`config.mk`:
```
export PLATFORM = sky130hd
export DESIGN_NAME = rational_arithmetic_unit
export DESIGN_NICKNAME = d
export VERILOG_FILES = /design/src/rtl/rau_pkg.sv /design/src/rtl/rau_mult.sv /design/src/rtl/rational_arithmetic_unit.sv
export SDC_FILE = /design/constraint.sdc
export NUM_CORES = 2
export LEC_CHECK = 0
export BUFFER_PORTS_ARGS = -buffer_cell sky130_fd_sc_hd__buf_4
export CELL_PAD_IN_SITES_DETAIL_PLACEMENT = 0
export CELL_PAD_IN_SITES_GLOBAL_PLACEMENT = 1
export CORE_MARGIN = 2
export CORE_UTILIZATION = 54
export CTS_CLUSTER_SIZE = 40
export DETAILED_ROUTE_END_ITERATION = 6
export PLACE_DENSITY = 0.91
export SKIP_CTS_REPAIR_TIMING = 1
export SLEW_MARGIN = 30
export SYNTH_ARGS = -nofsm -noshare
export SYNTH_HDL_FRONTEND = slang
export SYNTH_SLANG_ARGS = --single-unit
```
`constraint.sdc`:
```
create_clock -name clk_i -period 11.9 [get_ports clk_i]
set_clock_uncertainty 0.05 [all_clocks]
set_input_delay 1.19 -clock clk_i [delete_from_list [all_inputs] [get_ports clk_i]]
set_output_delay 1.19 -clock clk_i [all_outputs]
set_load 0.005 [all_outputs]
```
`src/rtl/rau_pkg.sv`:
```
// ----------------------------------------------------------------------------
// rau_pkg: shared types and constants of the rational arithmetic unit
// Operation codes, the multiplier digit width and small decode helpers.
// ----------------------------------------------------------------------------
package rau_pkg;

  // Bits of the multiplier operand consumed per cycle
  localparam int DIGIT_W = 8;

  // Operation codes
  typedef enum logic [3:0] {
    KIND_ADD   = 4'd0,
    KIND_SUB   = 4'd1,
    KIND_MUL   = 4'd2,
    KIND_DIV   = 4'd3,
    KIND_PLUS  = 4'd4,
    KIND_MINUS = 4'd5,
    KIND_EQ    = 4'd6,
    KIND_NE    = 4'd7,
    KIND_LT    = 4'd8,
    KIND_LE    = 4'd9,
    KIND_GT    = 4'd10,
    KIND_GE    = 4'd11
  } kind_e;

  // Operation needs the cross products
  function automatic logic needs_products(logic [3:0] kind);
    logic res;
    case (kind) inside
      KIND_ADD, KIND_SUB, KIND_MUL, KIND_DIV,
      KIND_LT, KIND_LE, KIND_GT, KIND_GE: res = 1'b1;
      default:                            res = 1'b0;
    endcase
    return res;
  endfunction

  // Operation yields a fraction
  function automatic logic is_arith(logic [3:0] kind);
    logic res;
    case (kind) inside
      KIND_ADD, KIND_SUB, KIND_MUL, KIND_DIV,
      KIND_PLUS, KIND_MINUS: res = 1'b1;
      default:               res = 1'b0;
    endcase
    return res;
  endfunction

endpackage

```
`src/rtl/rau_mult.sv`:
```
// ----------------------------------------------------------------------------
// rau_mult: digit-serial multiplier
// Forms the low WIDTH bits of x * y, one 8-bit digit of y per cycle, and
// stops as soon as the remaining digits of y are all zero.
// ----------------------------------------------------------------------------
module rau_mult #(
  parameter int WIDTH = 32
) (
  input  logic             clk_i,
  input  logic             rst_ni,
  input  logic             start_i,
  input  logic [WIDTH-1:0] x_i,
  input  logic [WIDTH-1:0] y_i,
  output logic             done_o,
  output logic [WIDTH-1:0] prod_o
);

  localparam int PW = WIDTH + rau_pkg::DIGIT_W;

  logic                         busy_q;
  logic [WIDTH-1:0]             x_q;
  logic [WIDTH-1:0]             y_q;
  logic [WIDTH-1:0]             acc_q;
  logic [rau_pkg::DIGIT_W-1:0]  digit;
  logic [PW-1:0]                part;

  // Partial product of the current digit
  assign digit = y_q[rau_pkg::DIGIT_W-1:0];
  assign part  = PW'(x_q) * PW'(digit);

  assign done_o = busy_q && (y_q == '0);
  assign prod_o = acc_q;

  // Track an active multiplication
  always_ff @(posedge clk_i or negedge rst_ni) begin
    if (!rst_ni) begin
      busy_q <= 1'b0;
    end else if (start_i) begin
      busy_q <= 1'b1;
    end else if (done_o) begin
      busy_q <= 1'b0;
    end
  end

  // Accumulate one digit and advance the operands
  always_ff @(posedge clk_i) begin
    if (start_i) begin
      x_q   <= x_i;
      y_q   <= y_i;
      acc_q <= '0;
    end else if (busy_q && (y_q != '0)) begin
      acc_q <= acc_q + part[WIDTH-1:0];
      x_q   <= x_q << rau_pkg::DIGIT_W;
      y_q   <= y_q >> rau_pkg::DIGIT_W;
    end
  end

endmodule

```
`src/rtl/rational_arithmetic_unit.sv`:
```
// ----------------------------------------------------------------------------
// rational_arithmetic_unit: fraction arithmetic and comparison
// Each item passes through accept, the cross products (product kinds only,
// digit-serial, stopping early on short operands), form, sign normalization,
// the binary GCD, the numerator and denominator divides, sign restore and
// done. Comparisons and zero denominators skip the GCD and the divides.
// Throughput is one item at a time; the next item is taken the cycle after
// the result is loaded, and a full output register holds the sequencer.
// Reset clears the sequencer and the output valid.
// ----------------------------------------------------------------------------
module rational_arithmetic_unit #(
  parameter int WIDTH = 32
) (
  input  logic               clk_i,
  input  logic               rst_ni,
  input  logic               in_valid_i,
  output logic               in_ready_o,
  input  logic [3:0]         kind_i,
  input  logic signed [31:0] first_num_i,
  input  logic signed [31:0] first_den_i,
  input  logic signed [31:0] second_num_i,
  input  logic signed [31:0] second_den_i,
  output logic               out_valid_o,
  input  logic               out_ready_i,
  output logic signed [31:0] result_num_o,
  output logic signed [31:0] result_den_o,
  output logic               compare_true_o,
  output logic               zero_denominator_o
);

  localparam int CW = (WIDTH > 1) ? $clog2(WIDTH) : 1;

  typedef enum logic [9:0] {
    ST_IDLE     = 10'b0000000001,
    ST_MUL_GO   = 10'b0000000010,
    ST_MUL_WAIT = 10'b0000000100,
    ST_FORM     = 10'b0000001000,
    ST_NORM     = 10'b0000010000,
    ST_GCD      = 10'b0000100000,
    ST_DIVN     = 10'b0001000000,
    ST_DIVD     = 10'b0010000000,
    ST_FIN      = 10'b0100000000,
    ST_DONE     = 10'b1000000000
  } state_e;

  state_e state_q, state_d;
  logic   out_valid_q, out_valid_d;

  logic [3:0]       kind_q;
  logic [WIDTH-1:0] n1_q, d1_q, n2_q, d2_q;
  logic [WIDTH-1:0] p0_q, p1_q, p2_q;
  logic [1:0]       pidx_q;
  logic [WIDTH-1:0] rn_q, rd_q;
  logic             sn_q, sd_q, cmp_q, zden_q;
  logic [WIDTH-1:0] ga_q, gb_q, g_q;
  logic [CW-1:0]    k_q, cnt_q;
  logic [WIDTH-1:0] rem_q, quo_q;

  logic signed [31:0] result_num_q, result_den_q;
  logic               compare_true_q, zero_denominator_q;

  logic             in_xfer, out_take;
  logic             mul_start, mul_done;
  logic [WIDTH-1:0] mul_x, mul_y, mul_prod;
  logic [WIDTH-1:0] rn_raw, rd_raw;
  logic             cmp_raw;
  logic [WIDTH-1:0] rn_neg, rd_neg, rn_mag, rd_mag;
  logic             sn_norm, sd_norm;
  logic [WIDTH:0]   sub_a, sub_b;
  logic [WIDTH+1:0] diff;
  logic             borrow;
  logic [WIDTH:0]   rem_shift;
  logic [WIDTH-1:0] rem_next, quo_next;
  logic             div_last;

  assign in_ready_o = (state_q == ST_IDLE);
  assign in_xfer    = in_valid_i && in_ready_o;
  assign out_take   = !out_valid_q || out_ready_i;
  assign mul_start  = (state_q == ST_MUL_GO);

  // Pick the operands of the current cross product
  always_comb begin
    case (pidx_q)
      2'd0: begin
        mul_x = n1_q;
        mul_y = (kind_q == rau_pkg::KIND_MUL) ? n2_q : d2_q;
      end
      2'd1: begin
        mul_x = d1_q;
        mul_y = (kind_q == rau_pkg::KIND_MUL) ? d2_q : n2_q;
      end
      default: begin
        mul_x = d1_q;
        mul_y = d2_q;
      end
    endcase
  end

  rau_mult #(
    .WIDTH (WIDTH)
  ) u_rau_mult (
    .clk_i   (clk_i),
    .rst_ni  (rst_ni),
    .start_i (mul_start),
    .x_i     (mul_x),
    .y_i     (mul_y),
    .done_o  (mul_done),
    .prod_o  (mul_prod)
  );

  // Form the raw fraction and the comparison outcome
  always_comb begin
    rn_raw  = '0;
    rd_raw  = '0;
    cmp_raw = 1'b0;
    case (kind_q)
      rau_pkg::KIND_ADD:   begin rn_raw = p0_q + p1_q; rd_raw = p2_q; end
      rau_pkg::KIND_SUB:   begin rn_raw = p0_q - p1_q; rd_raw = p2_q; end
      rau_pkg::KIND_MUL:   begin rn_raw = p0_q;        rd_raw = p1_q; end
      rau_pkg::KIND_DIV:   begin rn_raw = p0_q;        rd_raw = p1_q; end
      rau_pkg::KIND_PLUS:  begin rn_raw = n1_q + d1_q; rd_raw = d1_q; end
      rau_pkg::KIND_MINUS: begin rn_raw = n1_q - d1_q; rd_raw = d1_q; end
      rau_pkg::KIND_EQ:    cmp_raw = (n1_q == n2_q) && (d1_q == d2_q);
      rau_pkg::KIND_NE:    cmp_raw = (n1_q != n2_q) || (d1_q != d2_q);
      rau_pkg::KIND_LT:    cmp_raw = $signed(p0_q) < $signed(p1_q);
      rau_pkg::KIND_LE:    cmp_raw = !($signed(p1_q) < $signed(p0_q));
      rau_pkg::KIND_GT:    cmp_raw = $signed(p1_q) < $signed(p0_q);
      rau_pkg::KIND_GE:    cmp_raw = !($signed(p0_q) < $signed(p1_q));
      default:             cmp_raw = 1'b0;
    endcase
  end

  // Sign normalization: magnitudes and the signs after a denominator flip
  assign rn_neg  = '0 - rn_q;
  assign rd_neg  = '0 - rd_q;
  assign rn_mag  = rn_q[WIDTH-1] ? rn_neg : rn_q;
  assign rd_mag  = rd_q[WIDTH-1] ? rd_neg : rd_q;
  assign sn_norm = rd_q[WIDTH-1] ? rn_neg[WIDTH-1] : rn_q[WIDTH-1];
  assign sd_norm = rd_q[WIDTH-1] ? rd_neg[WIDTH-1] : 1'b0;

  // Shared subtractor: GCD difference or divide trial
  assign rem_shift = {rem_q, quo_q[WIDTH-1]};
  always_comb begin
    if (state_q == ST_GCD) begin
      sub_a = {1'b0, ga_q};
      sub_b = {1'b0, gb_q};
    end else begin
      sub_a = rem_shift;
      sub_b = {1'b0, g_q};
    end
  end
  assign diff   = {1'b0, sub_a} - {1'b0, sub_b};
  assign borrow = diff[WIDTH+1];

  // Restoring divide step
  assign rem_next = borrow ? sub_a[WIDTH-1:0] : diff[WIDTH-1:0];
  assign quo_next = {quo_q[WIDTH-2:0], !borrow};
  assign div_last = (cnt_q == CW'(WIDTH - 1));

  // Sequencer
  always_comb begin
    state_d = state_q;
    unique case (state_q)
      ST_IDLE: begin
        if (in_valid_i) begin
          state_d = rau_pkg::needs_products(kind_i) ? ST_MUL_GO : ST_FORM;
        end
      end
      ST_MUL_GO:   state_d = ST_MUL_WAIT;
      ST_MUL_WAIT: begin
        if (mul_done) begin
          state_d = (pidx_q == 2'd2) ? ST_FORM : ST_MUL_GO;
        end
      end
      ST_FORM: begin
        if (rau_pkg::is_arith(kind_q) && (rd_raw != '0)) begin
          state_d = ST_NORM;
        end else begin
          state_d = ST_DONE;
        end
      end
      ST_NORM: state_d = ST_GCD;
      ST_GCD: begin
        if (ga_q == '0) begin
          state_d = ST_DIVN;
        end
      end
      ST_DIVN: begin
        if (div_last) begin
          state_d = ST_DIVD;
        end
      end
      ST_DIVD: begin
        if (div_last) begin
          state_d = ST_FIN;
        end
      end
      ST_FIN:  state_d = ST_DONE;
      ST_DONE: begin
        if (out_take) begin
          state_d = ST_IDLE;
        end
      end
      default: state_d = ST_IDLE;
    endcase
  end

  // Output valid: set on a finished item, drop on a transfer
  always_comb begin
    out_valid_d = out_valid_q;
    if (out_valid_q && out_ready_i) begin
      out_valid_d = 1'b0;
    end
    if ((state_q == ST_DONE) && out_take) begin
      out_valid_d = 1'b1;
    end
  end

  always_ff @(posedge clk_i or negedge rst_ni) begin
    if (!rst_ni) begin
      state_q     <= ST_IDLE;
      out_valid_q <= 1'b0;
    end else begin
      state_q     <= state_d;
      out_valid_q <= out_valid_d;
    end
  end

  // Datapath
  always_ff @(posedge clk_i) begin
    unique case (state_q)
      ST_IDLE: begin
        if (in_xfer) begin
          kind_q <= kind_i;
          n1_q   <= WIDTH'(first_num_i);
          d1_q   <= WIDTH'(first_den_i);
          n2_q   <= WIDTH'(second_num_i);
          d2_q   <= WIDTH'(second_den_i);
          pidx_q <= 2'd0;
        end
      end
      ST_MUL_GO: begin
      end
      ST_MUL_WAIT: begin
        if (mul_done) begin
          case (pidx_q)
            2'd0:    p0_q <= mul_prod;
            2'd1:    p1_q <= mul_prod;
            default: p2_q <= mul_prod;
          endcase
          pidx_q <= pidx_q + 2'd1;
        end
      end
      ST_FORM: begin
        if (rau_pkg::is_arith(kind_q)) begin
          rn_q   <= rn_raw;
          rd_q   <= rd_raw;
          zden_q <= (rd_raw == '0);
          cmp_q  <= 1'b0;
        end else begin
          rn_q   <= '0;
          rd_q   <= '0;
          zden_q <= 1'b0;
          cmp_q  <= cmp_raw;
        end
      end
      ST_NORM: begin
        rn_q <= rn_mag;
        rd_q <= rd_mag;
        sn_q <= sn_norm;
        sd_q <= sd_norm;
        ga_q <= rn_mag;
        gb_q <= rd_mag;
        k_q  <= '0;
      end
      ST_GCD: begin
        // Binary GCD: strip common twos, then subtract odd values
        if (ga_q == '0) begin
          g_q   <= gb_q << k_q;
          rem_q <= '0;
          quo_q <= rn_q;
          cnt_q <= '0;
        end else if (!ga_q[0] && !gb_q[0]) begin
          ga_q <= ga_q >> 1;
          gb_q <= gb_q >> 1;
          k_q  <= k_q + CW'(1);
        end else if (!ga_q[0]) begin
          ga_q <= ga_q >> 1;
        end else if (!gb_q[0]) begin
          gb_q <= gb_q >> 1;
        end else if (borrow) begin
          ga_q <= gb_q;
          gb_q <= ga_q;
        end else begin
          ga_q <= diff[WIDTH-1:0] >> 1;
        end
      end
      ST_DIVN: begin
        if (div_last) begin
          rn_q  <= quo_next;
          rem_q <= '0;
          quo_q <= rd_q;
          cnt_q <= '0;
        end else begin
          rem_q <= rem_next;
          quo_q <= quo_next;
          cnt_q <= cnt_q + CW'(1);
        end
      end
      ST_DIVD: begin
        if (div_last) begin
          rd_q <= quo_next;
        end else begin
          rem_q <= rem_next;
          quo_q <= quo_next;
          cnt_q <= cnt_q + CW'(1);
        end
      end
      ST_FIN: begin
        // Restore the signs on the reduced magnitudes
        rn_q <= sn_q ? rn_neg : rn_q;
        rd_q <= sd_q ? rd_neg : rd_q;
      end
      ST_DONE: begin
        if (out_take) begin
          result_num_q       <= 32'($signed(rn_q));
          result_den_q       <= 32'($signed(rd_q));
          compare_true_q     <= cmp_q;
          zero_denominator_q <= zden_q;
        end
      end
      default: begin
      end
    endcase
  end

  assign out_valid_o        = out_valid_q;
  assign result_num_o       = result_num_q;
  assign result_den_o       = result_den_q;
  assign compare_true_o     = compare_true_q;
  assign zero_denominator_o = zero_denominator_q;

endmodule

```
==> metrics <==
Multi-input gate area=26500 µm²; first-pass GRT wire length=254 mm; Unique masters post-synth=90; post-route minimum period=6.20 ns; post-synth top area cell=edfxtp_1; most common cell after layout, fill and taps aside=edfxtp_1; Die Wd=301 µm; RSZ-0062 raised after global routing=no; sequential cell area fraction in the yosys report=39.6%; clock sinks=642; largest net degree at the start of global routing=84; Initial DRT Pass Iterations=6; endpoint class of the critical path=flop; layout cell share with drive strength beyond 1=9.34%; final-report hold violation count=0; H-tree depth=3; starting density of the core=54.3%; initial antenna violation count=2; Max Fanout on Critical Path=66; Reg-to-Reg End=ga_q[3]$_DFFE_PP_; Synth top area share=37.6%; Post-DP Area=50300 µm²; chip height=301 µm; # DRC=0; vias in the first global route=38300; detailed-route wire length per cell=27.9 µm; outcome=complete, no violations; Mapped Area=47700 µm²; most frequent cells in the layout=edfxtp_1, nand2_1, nor2_1, inv_1, a21oi_1; DP Wirelength=130 mm; Final period util=52.1%; Critical Path Max Stage Delay=0.60 ns; CTS root buf=clkbuf_16; Hold Path Class=input port to asynchronous set/reset pin; setup TNS=0 ns; worst path cell trace=or4_1 -> nor4b_2 -> buf_4 -> buf_4 -> nand2_1 -> nand2_1 -> inv_1 -> ha_1 -> nor2b_1 -> o2111ai_1 -> a21boi_0 -> o31a_1 -> a21bo_2 -> a31oi_1 -> a31o_2 -> buf_4 -> or3_1 -> a21boi_0 -> o21ai_0; Reg area=18900 µm²; Least-Margin Pin Slew=1.12 ns; setup ws final=5.70 ns; CTS Buf Count=70; kind of start point of the critical path=flop; most used cell, CP=buf_4; vias per cell=6.50; worst rel slew slack=25.0%; Post-Synthesis Cells=4984; fin area=52600 µm²; #FFs+latches synth=642; final wirelength=174 mm; P&R area growth vs syn=10.3%; Crit. Startpoint=state_q[1]$_DFFE_PN0P_; # port buffers=203; reg-to-reg slack, setup=5.70 ns; Worst EP arrival=6.51 ns; EDFF count, synth=598; DR vias=40700; Detail Route Antenna Nets=0; category of the most critical setup path=flop to flop; total gr overflow=0; Setup violations, final=0; Crit-path slowest cell=buf_4; fmax=161 MHz; Fillers=7558; # rows=109; pre-CTS WS=5.67 ns; Post-Route Utilization=59.8%; critical path required time=12.21 ns; CTS tree=built; Synth Warn #=0; IO Pins=204; ys async rst share=1.87%; reg2reg start=state_q[1]$_DFFE_PN0P_; Syn Nets=5520; Syn Area/Cell=9.58 µm²; Nets=5576; die area=90800 µm²; routability cong.=1.03; Critical Path End=ga_q[3]$_DFFE_PP_; Synth Flop Type=edfxtp_1; clock buffer depth=3; max-slew violations=0; Worst-Skew Late Latency=0.67 ns; clk slew on worst S/H paths=0.06 ns; CORE AREA=88000 µm²; Worst Reg-to-Reg Cells=19; Initial DRC Count=5653; Max Cap Viol=0; Total GRT Usage=37.8%; Synth area leaders=edfxtp_1, fa_1, ha_1
## Yosys cell counts (11+ instances only)
master	number
nand3_1	51
and2_1	167
xor2_1	153
nand2b_1	73
o22ai_1	45
clkbuf_1	250
nor3_1	61
inv_1	373
o31ai_1	60
o21a_1	18
nand4_1	30
nor4_1	54
or4_1	19
dfxtp_1	32
o21bai_1	15
a21boi_0	19
a311oi_1	38
and3_1	17
ha_1	210
a22oi_1	42
a221oi_1	12
edfxtp_1	598
or2_2	18
a21o_1	38
a222oi_1	14
or3_1	39
xnor2_1	129
a21oi_1	336
dfrtp_1	11
o21ai_0	261
mux2i_1	178
fa_1	190
buf_1	31
a211o_1	26
nor2b_1	45
mux2_2	14
a31oi_1	65
mux4_2	11
o22a_1	68
a211oi_1	37
nand2_1	588
o211ai_1	16
nor2_1	381
## cells by family after synthesis
logic type | after synthesis | share of synthesized area (%)
multiplexers | 203 | 4.58
buffers and inverters | 666 | 5.26
adder cells (fa/ha/maj) | 400 | 13.5
AND/OR/NAND/NOR | 1590 | 15.7
AO/OA/AOI/OAI | 1201 | 16.2
flip-flops | 642 | 39.6
XOR/XNOR | 282 | 5.17
## how the worst min path moves through the flow
stage               cells after the start  slack (ns)                 from                            end
floorplan                               0        0.35  cmp_q$_SDFFCE_PP0P_       compare_true_o$_DFFE_PP_
global placement                        0        0.35  cmp_q$_SDFFCE_PP0P_       compare_true_o$_DFFE_PP_
detailed placement                      0        0.37  cmp_q$_SDFFCE_PP0P_       compare_true_o$_DFFE_PP_
CTS                                     1        0.36               rst_ni  u_rau_mult.busy_q$_DFFE_PN0P_
global route                            1        0.38               rst_ni  u_rau_mult.busy_q$_DFFE_PN0P_
finish                                  1        0.37               rst_ni  u_rau_mult.busy_q$_DFFE_PN0P_
## worst max-delay path: cells and delay by family (launching register included)
family                     cells  cell delay (ns)
adders and majority gates      1             0.27
AOI/OAI and AO/OA              8             1.95
buffers and inverters          4             1.60
and+or+nand+nor                6             1.46
DFF                            1             0.45
## per-layer routing
metal  up-vias  part of all wire (%)  global-route usage, %
met5         -                0.0075                      0
met4         2                   6.5                   20.6
met3       515                    11                   7.32
met2      2627                    44                   57.4
met1     19700                    39                   51.2
li1      17800                     -                      -
## through the flow
stage               std cells  hold slack (ns)
CTS                      6256            0.358
finish                   6261            0.370
global route             6260            0.376
detailed placement       6129            0.368
floorplan                4984            0.350
global placement         6128            0.353
## cell type report
type / instances / area share (%)
Multi-Input combinational cell: 3676 / 50.3
Sequential cell: 642 / 35.9
Timing Repair Buffer: 273 / 3.95
Clock buffer: 86 / 3.56
Tap cell: 1165 / 2.77
Inverter: 377 / 2.69
Clock inverter: 41 / 0.810
Antenna cell: 1 / 0.00475
Power is left out: the tool's default activity adds up to more than one toggle a clock period on the data nets, which glitch-free logic cannot reach.
